<file path="config.mk">
export PLATFORM = sky130hd
export DESIGN_NAME = mbrot_div
export DESIGN_NICKNAME = d
export VERILOG_FILES = /design/src/rtl/mandelbrot_escape_time_pixel_core_assert.svh /design/src/rtl/mbrot_pkg.sv /design/src/rtl/mbrot_div.sv
export SDC_FILE = /design/constraint.sdc
export NUM_CORES = 1
export LEC_CHECK = 0
export ABC_CLOCK_PERIOD_IN_PS = 10300
export BUFFER_PORTS_ARGS = -buffer_cell sky130_fd_sc_hd__buf_4
export CAP_MARGIN = 0
export CORE_MARGIN = 2
export CORE_UTILIZATION = 45
export CTS_CLUSTER_DIAMETER = 50
export CTS_CLUSTER_SIZE = 12
export DETAILED_ROUTE_END_ITERATION = 12
export PLACE_DENSITY = 0.67
export SLEW_MARGIN = 20
export SYNTH_ARGS = -nofsm -noshare
export SYNTH_HDL_FRONTEND = slang
export SYNTH_SLANG_ARGS = --single-unit
</file>
<file path="constraint.sdc">
create_clock -name clk -period 10.3 [get_ports clk]
set_input_delay 1.03 -clock clk [delete_from_list [all_inputs] [get_ports clk]]
set_output_delay 1.03 -clock clk [all_outputs]
set_load 0.01 [all_outputs]
</file>
<file path="src/rtl/mandelbrot_escape_time_pixel_core_assert.svh">
// Assertion macros shared by the escape-time core modules.
`ifndef MANDELBROT_ESCAPE_TIME_PIXEL_CORE_ASSERT_SVH
`define MANDELBROT_ESCAPE_TIME_PIXEL_CORE_ASSERT_SVH

// Same-cycle implication, sampled on clk, off while rst_n is low.
`define MBROT_ASSERT_IMP(label, ante, cons) \
    label: assert property (@(posedge clk) disable iff (!rst_n) (ante) |-> (cons)) \
        else $error("escape-time core: assertion failed");

// Next-cycle implication, sampled on clk, off while rst_n is low.
`define MBROT_ASSERT_NXT(label, ante, cons) \
    label: assert property (@(posedge clk) disable iff (!rst_n) (ante) |=> (cons)) \
        else $error("escape-time core: assertion failed");

`endif

</file>
<file path="src/rtl/mbrot_pkg.sv">
// Shared types, constants and helper functions of the escape-time core.
package mbrot_pkg;

    localparam int PIX_W      = 19;
    localparam int COUNT_W    = 12;
    localparam int COORD_W    = 64;
    localparam int STEP_W     = 63;
    localparam int PROD_W     = 2 * COORD_W;
    localparam int FRAC_W     = 60;
    localparam int ESCAPE_BIT = 2 * FRAC_W + 2;   // 4.0 in Q8.120
    localparam int CFG_ADDR_W = 3;
    localparam int CFG_DATA_W = 64;
    localparam int DIV_CNT_W  = $clog2(PIX_W + 1);

    localparam logic [CFG_ADDR_W-1:0] CFG_ORIGIN_RE       = 3'd0;
    localparam logic [CFG_ADDR_W-1:0] CFG_ORIGIN_IM       = 3'd1;
    localparam logic [CFG_ADDR_W-1:0] CFG_STEP_RE         = 3'd2;
    localparam logic [CFG_ADDR_W-1:0] CFG_STEP_IM         = 3'd3;
    localparam logic [CFG_ADDR_W-1:0] CFG_ITERATION_LIMIT = 3'd4;

    localparam logic [COORD_W-1:0] ORIGIN_RE_RESET = 64'hE000_0000_0000_0000; // -2.0
    localparam logic [COORD_W-1:0] ORIGIN_IM_RESET = 64'hE800_0000_0000_0000; // -1.5
    localparam logic [STEP_W-1:0]  STEP_RE_RESET   = 63'd5764607523034235;
    localparam logic [STEP_W-1:0]  STEP_IM_RESET   = 63'd5764607523034235;
    localparam logic [COUNT_W-1:0] LIMIT_RESET     = 12'd768;

    typedef enum logic [3:0] {
        ST_IDLE,
        ST_DIV,
        ST_MUL_CRE,
        ST_MUL_CIM,
        ST_ITER,
        ST_MUL_RR,
        ST_MUL_II,
        ST_CHECK,
        ST_MUL_RI,
        ST_UPDATE,
        ST_DONE
    } state_t;

    typedef struct packed {
        logic               start;
        logic [COORD_W-1:0] a;
        logic [COORD_W-1:0] b;
    } mul_req_t;

    typedef struct packed {
        logic              done;
        logic [PROD_W-1:0] product;
    } mul_rsp_t;

    // magnitude of a two's complement word; the most negative value maps to 2^63
    function automatic logic [COORD_W-1:0] mag64(input logic [COORD_W-1:0] value);
        logic [COORD_W-1:0] result;
        result = value[COORD_W-1] ? (~value + 1'b1) : value;
        return result;
    endfunction

    // base + delta (both signed), clamped to the Q4.60 range
    function automatic logic [COORD_W-1:0] sat_add(input logic [COORD_W-1:0] base,
                                                   input logic [PROD_W-1:0]  delta);
        logic [PROD_W:0]    total;
        logic [COORD_W-1:0] result;
        total = {delta[PROD_W-1], delta}
              + {{(PROD_W - COORD_W + 1){base[COORD_W-1]}}, base};
        priority if (&total[PROD_W:COORD_W-1] || !(|total[PROD_W:COORD_W-1]))
            result = total[COORD_W-1:0];
        else if (total[PROD_W])
            result = {1'b1, {(COORD_W - 1){1'b0}}};
        else
            result = {1'b0, {(COORD_W - 1){1'b1}}};
        return result;
    endfunction

endpackage

</file>
<file path="src/rtl/mbrot_div.sv">
// Splits a pixel index into row and column by multiplying with the reciprocal of the width.
module mbrot_div #(
    parameter  int COLUMNS = 800,
    localparam int RW      = $clog2(COLUMNS),
    localparam int QW      = mbrot_pkg::PIX_W + 1 - RW
) (
    input  logic                       clk,
    input  logic                       rst_n,
    input  logic                       start,
    input  logic [mbrot_pkg::PIX_W-1:0] dividend,
    output logic                       done,
    output logic [QW-1:0]              quotient,
    output logic [RW-1:0]              remainder
);
    import mbrot_pkg::*;

    // floor(x * RECIP / 2^SHIFT) equals floor(x / COLUMNS) for every x below 2^PIX_W:
    // RECIP * COLUMNS overshoots 2^SHIFT by less than 2^RW
    localparam int SHIFT   = PIX_W + RW;
    localparam int RECIP_W = PIX_W + 2;
    localparam int MULT_W  = PIX_W + RECIP_W;

    localparam logic [RECIP_W-1:0] RECIP  = RECIP_W'(((64'd1 << SHIFT) + 64'(COLUMNS)
                                                      - 64'd1) / 64'(COLUMNS));
    localparam logic [PIX_W-1:0]   COLS_K = PIX_W'(COLUMNS);

    logic                 stage1_reg, stage1_next;
    logic                 stage2_reg, stage2_next;
    logic                 done_reg, done_next;
    logic [PIX_W-1:0]     dividend_reg, dividend_next;
    logic [MULT_W-1:0]    prod_reg, prod_next;
    logic [QW-1:0]        quot_reg, quot_next;
    logic [RW-1:0]        rem_reg, rem_next;

    logic [QW-1:0]        quot_full;
    logic [PIX_W-1:0]     quot_times_cols;
    logic [PIX_W-1:0]     rem_full;

    always_comb
    begin
        quot_full       = prod_reg[SHIFT +: QW];
        quot_times_cols = PIX_W'(quot_full) * COLS_K;
        rem_full        = dividend_reg - quot_times_cols;

        stage1_next   = start;
        stage2_next   = stage1_reg;
        done_next     = stage2_reg;
        dividend_next = start ? dividend : dividend_reg;
        prod_next     = stage1_reg ? dividend_reg * RECIP : prod_reg;
        quot_next     = stage2_reg ? quot_full : quot_reg;
        rem_next      = stage2_reg ? rem_full[RW-1:0] : rem_reg;
    end

    always_ff @(posedge clk or negedge rst_n)
    begin
        if (!rst_n)
        begin
            stage1_reg <= 1'b0;
            stage2_reg <= 1'b0;
            done_reg   <= 1'b0;
        end
        else
        begin
            stage1_reg <= stage1_next;
            stage2_reg <= stage2_next;
            done_reg   <= done_next;
        end
    end

    always_ff @(posedge clk)
    begin
        dividend_reg <= dividend_next;
        prod_reg     <= prod_next;
        quot_reg     <= quot_next;
        rem_reg      <= rem_next;
    end

    assign done      = done_reg;
    assign quotient  = quot_reg;
    assign remainder = rem_reg;

endmodule

</file>
==> results.toml <==
[run_status]
status = "finished, final reports clean"

[routing]
antenna_left = 0
post-route-drc-count = 0
vias = 4713
first_iter_violations = 229
drt_pass1_iterations = 4
routedWlPerCell_um = 16.6
via_per_inst = 4.82
drt_wl_total_um = 16200

[critical_path]
crit_path_top_delay_cell = "fa_1"
crit_path_end_kind = "flip-flop"
start_kind = "flip-flop"
path_common_cell = "fa_1"
slowest_delay_ps = 630
worstPathMaxFanout = 10
cp.arrival_ps = 6140
reg2reg_to = "prod_reg[37]$_DFFE_PP_"
rrSetupSlack_ps = 4260
crit_chain = "fa_1, inv_1, fa_1, fa_1, inv_1, fa_1, fa_1, inv_1, fa_1, inv_1, ha_1, nand4_1, or4_4, a2bb2oi_2, a21oi_4, nor3_2, a2111o_1, o311ai_1"
r2r-start = "dividend_reg[8]$_DFFE_PP_"
r2r_cells = 18
cp_num_buf_inv = 4
worst-setup-path-type = "flip-flop to flip-flop"
critPathRequiredTime_ps = 10410
crit_family = "adder cells"

[layout]
largest_reg_flops = 19
register_area_um2 = 1550
final_cell_mix = "inv_1 (249), ha_1 (167), fa_1 (126)"
final_common_cell = "inv_1"
fillers = 1598
drive_gt1_share_pct = 8.38
diodes = 0
design_area_um2 = 8600
syn2layout_area_growth_pct = 9.41
multi_input_area_um2 = 5380
fin_util_pct = 50.1
nets = 1066

[flow_run]
maxCapViolCount = 0

[global_routing]
grt_usage_pct = 19.5
grt_overflow_total = 0
grt_start_max_net_pins = 22
grt_pass1_vias = 5004
antenna_found_initial = 0
grt_pass1_wl_um = 26800

[sta]
skew_ps = 7.26
fmax_mhz = 166
hold_violations = 0
setup_viol = 0
slew_viol_final = 0
timing.hold.ws_ps = 459
rsz0062_at_grt = "false"
worst_slew_pin_slew_ps = 844
finalCritPeriodShare_pct = 58.6
setup_tns_ps = 0
slew_headroom_pct = 43.7
period_minus_slack_ps = 6040

[synthesis]
yosysWarnings = 0
synth_edf_count = 49
synth-seq-area-share_pct = 19.7
synth_area_per_cell_um2 = 11.2
synth_seq_cells = 52
synthCells = 702
yosysTopAreaCell = "fa_1"
syn_area_um2 = 7860
synthArstFlopShare_pct = 5.77
synth_area_leaders = "fa_1 (32%), ha_1 (27%), edfxtp_1 (19%)"
syn_nets = 1017
ys_types = 45
synth_top_area_share_pct = 32.1
ys.flop_type = "edfxtp_1"

[cts]
numCtsBuffers = 5
cts_buffer_depth = 2
cts_tree = "done"
insertion_delay_ps = 290
hold_buffers = 0
cts_resized = 0
clk_pin_slew_ps = 70
post_cts_buffers = 0
cts.sinks = 52
htree_levels = 2
cts_root_buf = "clkbuf_16"

[worst_hold_path]
hp-start = "prod_reg[38]$_DFFE_PP_"
hold_class = "flip-flop to flip-flop"
min_path_cells = 0
holdPathEnd = "quotient[9]$_DFFE_PP_"

[placement]
gp_congestion = 0.931
dpl.hpwl_um = 14700
place_area_um2 = 8460
io_buffers = 42

[floorplanning]
io_pins = 43
die_area_um2 = 18500
die_x_um = 136
die_h_um = 136
initial_core_util_pct = 45.8
core_area_um2 = 17200
rows = 48
==> stage by stage <==
| stage | cells | setup WS (ps) |
|---|---|---|
| finish | 977 | 4260 |
| global route | 977 | 3990 |
| CTS | 977 | 4250 |
| detailed placement | 969 | 4270 |
| global placement | 969 | 4310 |
| floorplan | 702 | 4650 |
==> worst reg2reg max path, delay by kind of cell (launching register included) <==
family,cells,cell delay [ps]
AO/OA/AOI/OAI,4,840
buffers and inverters,4,250
adder cells (fa/ha/maj),7,3580
AND/OR/NAND/NOR,3,600
flip-flops,1,580
==> logic make-up after synthesis <==
logic type      count (synthesis)  share of synthesized area [%]
buf+inv                       249                           11.9
simple gates                   40                           2.82
compound gates                 51                           5.03
xor+xnor                       17                           1.89
fa+ha+maj                     293                           58.7
flops                          52                           19.7
==> Yosys cell counts (all sizes together), types with 2 or more instances <==
cell	count
inv	249
and3	3
xor2	5
nand2	10
ha	167
nor3	4
a21oi	16
a41oi	2
o21ai	4
edfxtp	49
dfrtp	3
nand4	8
a211oi	2
o21bai	2
a21o	10
xnor2	12
nor2	8
o21a	2
or2	2
fa	126
==> area by class of cell <==
| class | instances | share of cell area (%) |
|---|---|---|
| inverter | 249 | 10.9 |
| clock buffer | 6 | 1.50 |
| multi-input combinational | 401 | 62.5 |
| timing repair buffer | 42 | 3.67 |
| sequential | 52 | 18.0 |
| clock inverter | 2 | 0.160 |
| tap | 225 | 3.27 |
==> metal layers <==
layer | track usage (%) | share of wire (%) | vias to the layer above
met2 | 30.1 | 45 | 115
met5 | 0 | 0 | -
met4 | 4.75 | 2.4 | 0
met3 | 4.47 | 7.6 | 23
li1 | - | - | 2272
met1 | 27.9 | 45 | 2303
==> worst max-delay path by stage <==
stage,from,endpoint,slack (ps),cells after the start
4_1_cts,dividend_reg[8]$_DFFE_PP_,prod_reg[37]$_DFFE_PP_,4250,18
2_1_floorplan,dividend_reg[17]$_DFFE_PP_,prod_reg[36]$_DFFE_PP_,4650,18
3_3_place_gp,dividend_reg[17]$_DFFE_PP_,prod_reg[36]$_DFFE_PP_,4310,18
6_report,dividend_reg[8]$_DFFE_PP_,prod_reg[37]$_DFFE_PP_,4260,18
5_1_grt,dividend_reg[8]$_DFFE_PP_,prod_reg[37]$_DFFE_PP_,3990,18
3_5_place_dp,dividend_reg[17]$_DFFE_PP_,prod_reg[36]$_DFFE_PP_,4270,18
Power is left out: the tool's default activity adds up to more than one toggle a clock period on the data nets, which glitch-free logic cannot reach.
