`src/rtl/mandelbrot_escape_time_pixel_core_assert.svh`:
```
// Assertion macros shared by the escape-time core modules.
`ifndef MANDELBROT_ESCAPE_TIME_PIXEL_CORE_ASSERT_SVH
`define MANDELBROT_ESCAPE_TIME_PIXEL_CORE_ASSERT_SVH

// Same-cycle implication, sampled on clk, off while rst_n is low.
`define MBROT_ASSERT_IMP(label, ante, cons) \
    label: assert property (@(posedge clk) disable iff (!rst_n) (ante) |-> (cons)) \
        else $error("escape-time core: assertion failed");

// Next-cycle implication, sampled on clk, off while rst_n is low.
`define MBROT_ASSERT_NXT(label, ante, cons) \
    label: assert property (@(posedge clk) disable iff (!rst_n) (ante) |=> (cons)) \
        else $error("escape-time core: assertion failed");

`endif

```
`src/rtl/mbrot_pkg.sv`:
```
// Shared types, constants and helper functions of the escape-time core.
package mbrot_pkg;

    localparam int PIX_W      = 19;
    localparam int COUNT_W    = 12;
    localparam int COORD_W    = 64;
    localparam int STEP_W     = 63;
    localparam int PROD_W     = 2 * COORD_W;
    localparam int FRAC_W     = 60;
    localparam int ESCAPE_BIT = 2 * FRAC_W + 2;   // 4.0 in Q8.120
    localparam int CFG_ADDR_W = 3;
    localparam int CFG_DATA_W = 64;
    localparam int DIV_CNT_W  = $clog2(PIX_W + 1);

    localparam logic [CFG_ADDR_W-1:0] CFG_ORIGIN_RE       = 3'd0;
    localparam logic [CFG_ADDR_W-1:0] CFG_ORIGIN_IM       = 3'd1;
    localparam logic [CFG_ADDR_W-1:0] CFG_STEP_RE         = 3'd2;
    localparam logic [CFG_ADDR_W-1:0] CFG_STEP_IM         = 3'd3;
    localparam logic [CFG_ADDR_W-1:0] CFG_ITERATION_LIMIT = 3'd4;

    localparam logic [COORD_W-1:0] ORIGIN_RE_RESET = 64'hE000_0000_0000_0000; // -2.0
    localparam logic [COORD_W-1:0] ORIGIN_IM_RESET = 64'hE800_0000_0000_0000; // -1.5
    localparam logic [STEP_W-1:0]  STEP_RE_RESET   = 63'd5764607523034235;
    localparam logic [STEP_W-1:0]  STEP_IM_RESET   = 63'd5764607523034235;
    localparam logic [COUNT_W-1:0] LIMIT_RESET     = 12'd768;

    typedef enum logic [3:0] {
        ST_IDLE,
        ST_DIV,
        ST_MUL_CRE,
        ST_MUL_CIM,
        ST_ITER,
        ST_MUL_RR,
        ST_MUL_II,
        ST_CHECK,
        ST_MUL_RI,
        ST_UPDATE,
        ST_DONE
    } state_t;

    typedef struct packed {
        logic               start;
        logic [COORD_W-1:0] a;
        logic [COORD_W-1:0] b;
    } mul_req_t;

    typedef struct packed {
        logic              done;
        logic [PROD_W-1:0] product;
    } mul_rsp_t;

    // magnitude of a two's complement word; the most negative value maps to 2^63
    function automatic logic [COORD_W-1:0] mag64(input logic [COORD_W-1:0] value);
        logic [COORD_W-1:0] result;
        result = value[COORD_W-1] ? (~value + 1'b1) : value;
        return result;
    endfunction

    // base + delta (both signed), clamped to the Q4.60 range
    function automatic logic [COORD_W-1:0] sat_add(input logic [COORD_W-1:0] base,
                                                   input logic [PROD_W-1:0]  delta);
        logic [PROD_W:0]    total;
        logic [COORD_W-1:0] result;
        total = {delta[PROD_W-1], delta}
              + {{(PROD_W - COORD_W + 1){base[COORD_W-1]}}, base};
        priority if (&total[PROD_W:COORD_W-1] || !(|total[PROD_W:COORD_W-1]))
            result = total[COORD_W-1:0];
        else if (total[PROD_W])
            result = {1'b1, {(COORD_W - 1){1'b0}}};
        else
            result = {1'b0, {(COORD_W - 1){1'b1}}};
        return result;
    endfunction

endpackage

```
`src/rtl/mbrot_mul.sv`:
```
// Shared 64x64 unsigned multiplier built from one 32x32 multiplier over four passes.
`include "mandelbrot_escape_time_pixel_core_assert.svh"

module mbrot_mul (
    input  logic                clk,
    input  logic                rst_n,
    input  mbrot_pkg::mul_req_t req,
    output mbrot_pkg::mul_rsp_t rsp
);
    import mbrot_pkg::*;

    localparam int HALF_W = COORD_W / 2;
    localparam logic [2:0] LAST_PASS = 3'd4;

    logic                busy_reg, busy_next;
    logic [2:0]          cnt_reg, cnt_next;
    logic                ppv_reg, ppv_next;
    logic                done_reg, done_next;
    logic [COORD_W-1:0]  a_reg, a_next;
    logic [COORD_W-1:0]  b_reg, b_next;
    logic [COORD_W-1:0]  pp_reg, pp_next;
    logic [1:0]          sh_reg, sh_next;
    logic [PROD_W-1:0]   acc_reg, acc_next;

    logic [HALF_W-1:0]   a_half;
    logic [HALF_W-1:0]   b_half;
    logic [PROD_W-1:0]   pp_aligned;

    always_comb
    begin
        a_half = cnt_reg[1] ? a_reg[COORD_W-1:HALF_W] : a_reg[HALF_W-1:0];
        b_half = cnt_reg[0] ? b_reg[COORD_W-1:HALF_W] : b_reg[HALF_W-1:0];

        unique case (sh_reg)
            2'd0:    pp_aligned = {{COORD_W{1'b0}}, pp_reg};
            2'd1:    pp_aligned = {{HALF_W{1'b0}}, pp_reg, {HALF_W{1'b0}}};
            default: pp_aligned = {pp_reg, {COORD_W{1'b0}}};
        endcase

        busy_next = busy_reg;
        cnt_next  = cnt_reg;
        ppv_next  = ppv_reg;
        done_next = 1'b0;
        a_next    = a_reg;
        b_next    = b_reg;
        pp_next   = pp_reg;
        sh_next   = sh_reg;
        acc_next  = ppv_reg ? acc_reg + pp_aligned : acc_reg;

        if (req.start)
        begin
            busy_next = 1'b1;
            cnt_next  = '0;
            ppv_next  = 1'b0;
            a_next    = req.a;
            b_next    = req.b;
            acc_next  = '0;
        end
        else if (busy_reg)
        begin
            cnt_next = cnt_reg + 3'd1;
            if (!cnt_reg[2])
            begin
                // partial product of this pass, added in the next cycle
                pp_next  = a_half * b_half;
                sh_next  = {1'b0, cnt_reg[1]} + {1'b0, cnt_reg[0]};
                ppv_next = 1'b1;
            end
            else
            begin
                ppv_next = 1'b0;
            end
            if (cnt_reg == LAST_PASS)
            begin
                busy_next = 1'b0;
                done_next = 1'b1;
            end
        end
    end

    always_ff @(posedge clk or negedge rst_n)
    begin
        if (!rst_n)
        begin
            busy_reg <= 1'b0;
            cnt_reg  <= '0;
            ppv_reg  <= 1'b0;
            done_reg <= 1'b0;
        end
        else
        begin
            busy_reg <= busy_next;
            cnt_reg  <= cnt_next;
            ppv_reg  <= ppv_next;
            done_reg <= done_next;
        end
    end

    always_ff @(posedge clk)
    begin
        a_reg   <= a_next;
        b_reg   <= b_next;
        pp_reg  <= pp_next;
        sh_reg  <= sh_next;
        acc_reg <= acc_next;
    end

    assign rsp.done    = done_reg;
    assign rsp.product = acc_reg;

    `MBROT_ASSERT_IMP(a_done_not_busy, done_reg, !busy_reg)
    `MBROT_ASSERT_NXT(a_done_one_cycle, done_reg, !done_reg)
    `MBROT_ASSERT_IMP(a_pp_only_busy, ppv_reg, busy_reg)

endmodule

```
`config.mk`:
```
export PLATFORM = sky130hd
export DESIGN_NAME = mbrot_mul
export DESIGN_NICKNAME = d
export VERILOG_FILES = /design/src/rtl/mbrot_pkg.sv /design/src/rtl/mbrot_mul.sv
export VERILOG_INCLUDE_DIRS = /design/src /design/src/rtl
export SDC_FILE = /design/constraint.sdc
export NUM_CORES = 2
export LEC_CHECK = 0
export ABC_AREA = 0
export BUFFER_PORTS_ARGS = -buffer_cell sky130_fd_sc_hd__buf_2
export CAP_MARGIN = 30
export CORE_AREA = 5 5 304 306
export DETAILED_ROUTE_END_ITERATION = 7
export DIE_AREA = 0 0 309 311
export PLACE_DENSITY = 0.75
export SLEW_MARGIN = 20
export SYNTH_ARGS = -nofsm -noshare
export SYNTH_HDL_FRONTEND = slang
export SYNTH_SLANG_ARGS = --single-unit
```
`constraint.sdc`:
```
create_clock -name clk -period 13.24 [get_ports clk]
set_clock_uncertainty 0.15 [all_clocks]
set_input_delay 3.31 -clock clk [delete_from_list [all_inputs] [get_ports clk]]
set_output_delay 3.31 -clock clk [all_outputs]
set_load 0.05 [all_outputs]
```
==> run_results.csv <==
group,metric,value,unit
floorplanning,rows,110,
floorplanning,fp.dieW,309,microns
placed_design,placed_cells,7142,
timing,setup_violations,0,
final_layout,fin_cells,7215,
min_path,hp-class,"reg2reg",
yosys,syn_area_per_cell,8.935,sq um
final_layout,largest_reg_flops,128,
job,drv_cap,0,
cts,ctsHoldBuffers,0,
placed_design,dp_hpwl,144.9,mm
worst_setup_path,crit_arrival,10050,ps
grt,grt_pass1_vias,45292,
floorplanning,start_util,59.47,%
final_layout,nets,7428,
route,drt_iter0_drc,4076,
cts,cts_root_buf,"clkbuf_16",
cts,cts_buffer_depth,3,
grt,overflow,0,
final_layout,layout_commonest_cell,"inv_1",
floorplanning,top_level_ports,260,
yosys,yosysSeqAreaShare,16.07,%
yosys,yosysUniqueCellTypes,80,
cts,clkTransAtPathRegs,60,ps
grt,grt_pass1_wl,274.7,mm
cts,cts_setup_buffers,0,
cts,cts_tree,"built",
yosys,synth_edf_count,194,
grt,grt_max_degree,98,
route,finalWirelength,183.9,mm
worst_setup_path,crit_type,"reg2reg",
placed_design,port_buffers,259,
placed_design,place_area,0.05562,sq mm
cts,cts-buffers-inserted,39,
route,ant_nets,0,
yosys,async_reset_ff_share,1.829,%
timing,fin_crit,9850,ps
yosys,synth_ff_type,"edfxtp_1",
yosys,synthCells,5945,
cts,clock_latency,630,ps
floorplanning,core-area,0.08932,sq mm
final_layout,drive_gt1_share,8.794,%
yosys,synth-seq-cells,328,
route,drc_errors,0,
worst_setup_path,crit_path_max_fanout,43,
timing,report.final.hold_viol_count,0,
timing,tns,0,ps
timing,hold-worst-slack,334.2,ps
worst_setup_path,startpoint_type,"flop",
route,avgViaCountPerCell,6.127,
timing,fin_crit_sh,74.39,%
grt,antenna_found_initial,3,
timing,rsz0062_at_grt,"false",
yosys,syn_nets,7365,
route,drtPass1Iterations,6,
timing,relSlewSlack,27.84,%
cts,post_cts_resized,0,
cts,cts.htree.levels,2,
final_layout,fillers,7531,
status,status,"finished clean",
timing,worst_slew_pin_slew,1060,ps
floorplanning,die_area,0.09610,sq mm
timing,report.final.slew_viol_count,0,
cts,clkSinkCount,328,
route,vias,44206,
worst_setup_path,required,13440,ps
final_layout,layout_common_cells,"inv_1, fa_1, nor2_1",
final_layout,fin_area,0.05703,sq mm
floorplanning,die_h,311,microns
yosys,synth.cell_area,0.05312,sq mm
grt,gr-usage-all-layers,37.91,%
route,wl_per_cell,25.49,microns
yosys,yosysWarningCount,0,
worst_setup_path,end_kind,"flop",
timing,fmax,0.1015,GHz
final_layout,area_growth,7.363,%
placed_design,gp_congestion,1.002,
-- cells by family after synthesis --
logic type / count (synthesis) / share of synthesized area (%)
multiplexers: 227 / 4.430
flip-flops: 328 / 16.07
XOR/XNOR: 181 / 2.984
AND/OR/NAND/NOR: 1833 / 14.57
AO/OA/AOI/OAI: 832 / 10.02
buffers and inverters: 1255 / 8.892
adder cells (fa/ha/maj): 1289 / 43.04
-- path summary, 6_finish.rpt --
check | from | end | slack (ps) | depth (start not counted)
worst max-delay path | cnt_reg[0] | pp_reg[60] | 3390 | 26
worst min-delay path | acc_reg[122] | acc_reg[122] | 330 | 2
worst max register to register | cnt_reg[0] | pp_reg[60] | 3390 | 26
worst min register to register | acc_reg[122] | acc_reg[122] | 330 | 2
max in group asynchronous | rst_n | cnt_reg[1] | 10100 | 1
min in group asynchronous | rst_n | ppv_reg | 2470 | 1
-- per-layer routing --
metal,wire length [microns],vias up,track usage (%)
met5,27,-,0
met4,13580,4,21.34
met3,22600,691,11.91
met2,79550,2777,57.26
met1,68160,21631,48.55
li1,-,19103,-
-- synth_stat cells (all sizes together) (58+ instances only) --
| master | n | share of area, % |
|---|---|---|
| xor2 | 64 | 1.1 |
| nor2 | 826 | 5.8 |
| ha | 392 | 9.2 |
| a21o | 109 | 1.5 |
| o21ai | 169 | 1.6 |
| mux2i | 162 | 3.1 |
| xnor2 | 117 | 1.9 |
| nand4 | 90 | 1.1 |
| o21bai | 58 | 0.82 |
| nand2 | 653 | 4.6 |
| inv | 940 | 6.6 |
| fa | 897 | 34 |
| edfxtp | 194 | 11 |
| mux2 | 65 | 1.4 |
| dfxtp | 128 | 4.8 |
| clkbuf | 281 | 2.0 |
| a21oi | 266 | 2.5 |
| and2 | 76 | 0.90 |
-- cell type report --
| cell class | instances | area (sq um) | area share, % |
|---|---|---|---|
| Antenna cell | 1 | 2.502 | 0.004388 |
| Clock buffer | 49 | 1069 | 1.874 |
| Clock inverter | 22 | 314.1 | 0.5507 |
| Inverter | 940 | 3528 | 6.187 |
| Multi-Input combinational cell | 4362 | 40110 | 70.34 |
| Sequential cell | 328 | 8549 | 14.99 |
| Tap cell | 1176 | 1471 | 2.580 |
| Timing Repair Buffer | 337 | 1983 | 3.477 |
-- per-stage QoR --
stage | utilization (%) | setup WS (ps)
floorplan | - | 4068
finish | 63.85 | 3390
detailed placement | 62.26 | 3304
global placement | 62.13 | 3499
global route | 63.85 | 2908
CTS | 63.81 | 3308
-- worst max-delay path, stage by stage, from the launching register on --
cell      delay [ps]
dfrtp_4          730
buf_4            640
mux2_2           910
nand2_1          180
fa_1             570
inv_1             50
fa_1             480
fa_1             560
fa_1             440
fa_1             520
fa_1             430
fa_1             520
inv_1             60
fa_1             470
inv_1             40
ha_1             370
a21o_1           190
a21o_1           200
a21o_1           170
a31oi_1          180
o21ai_0          120
and2_1           200
o31a_1           400
o211ai_1         320
a21oi_1          150
a221oi_1         350
xnor2_1          100
Power is not shown: default switching activity piles up to over one toggle a cycle in this logic, so the estimate is an artifact.
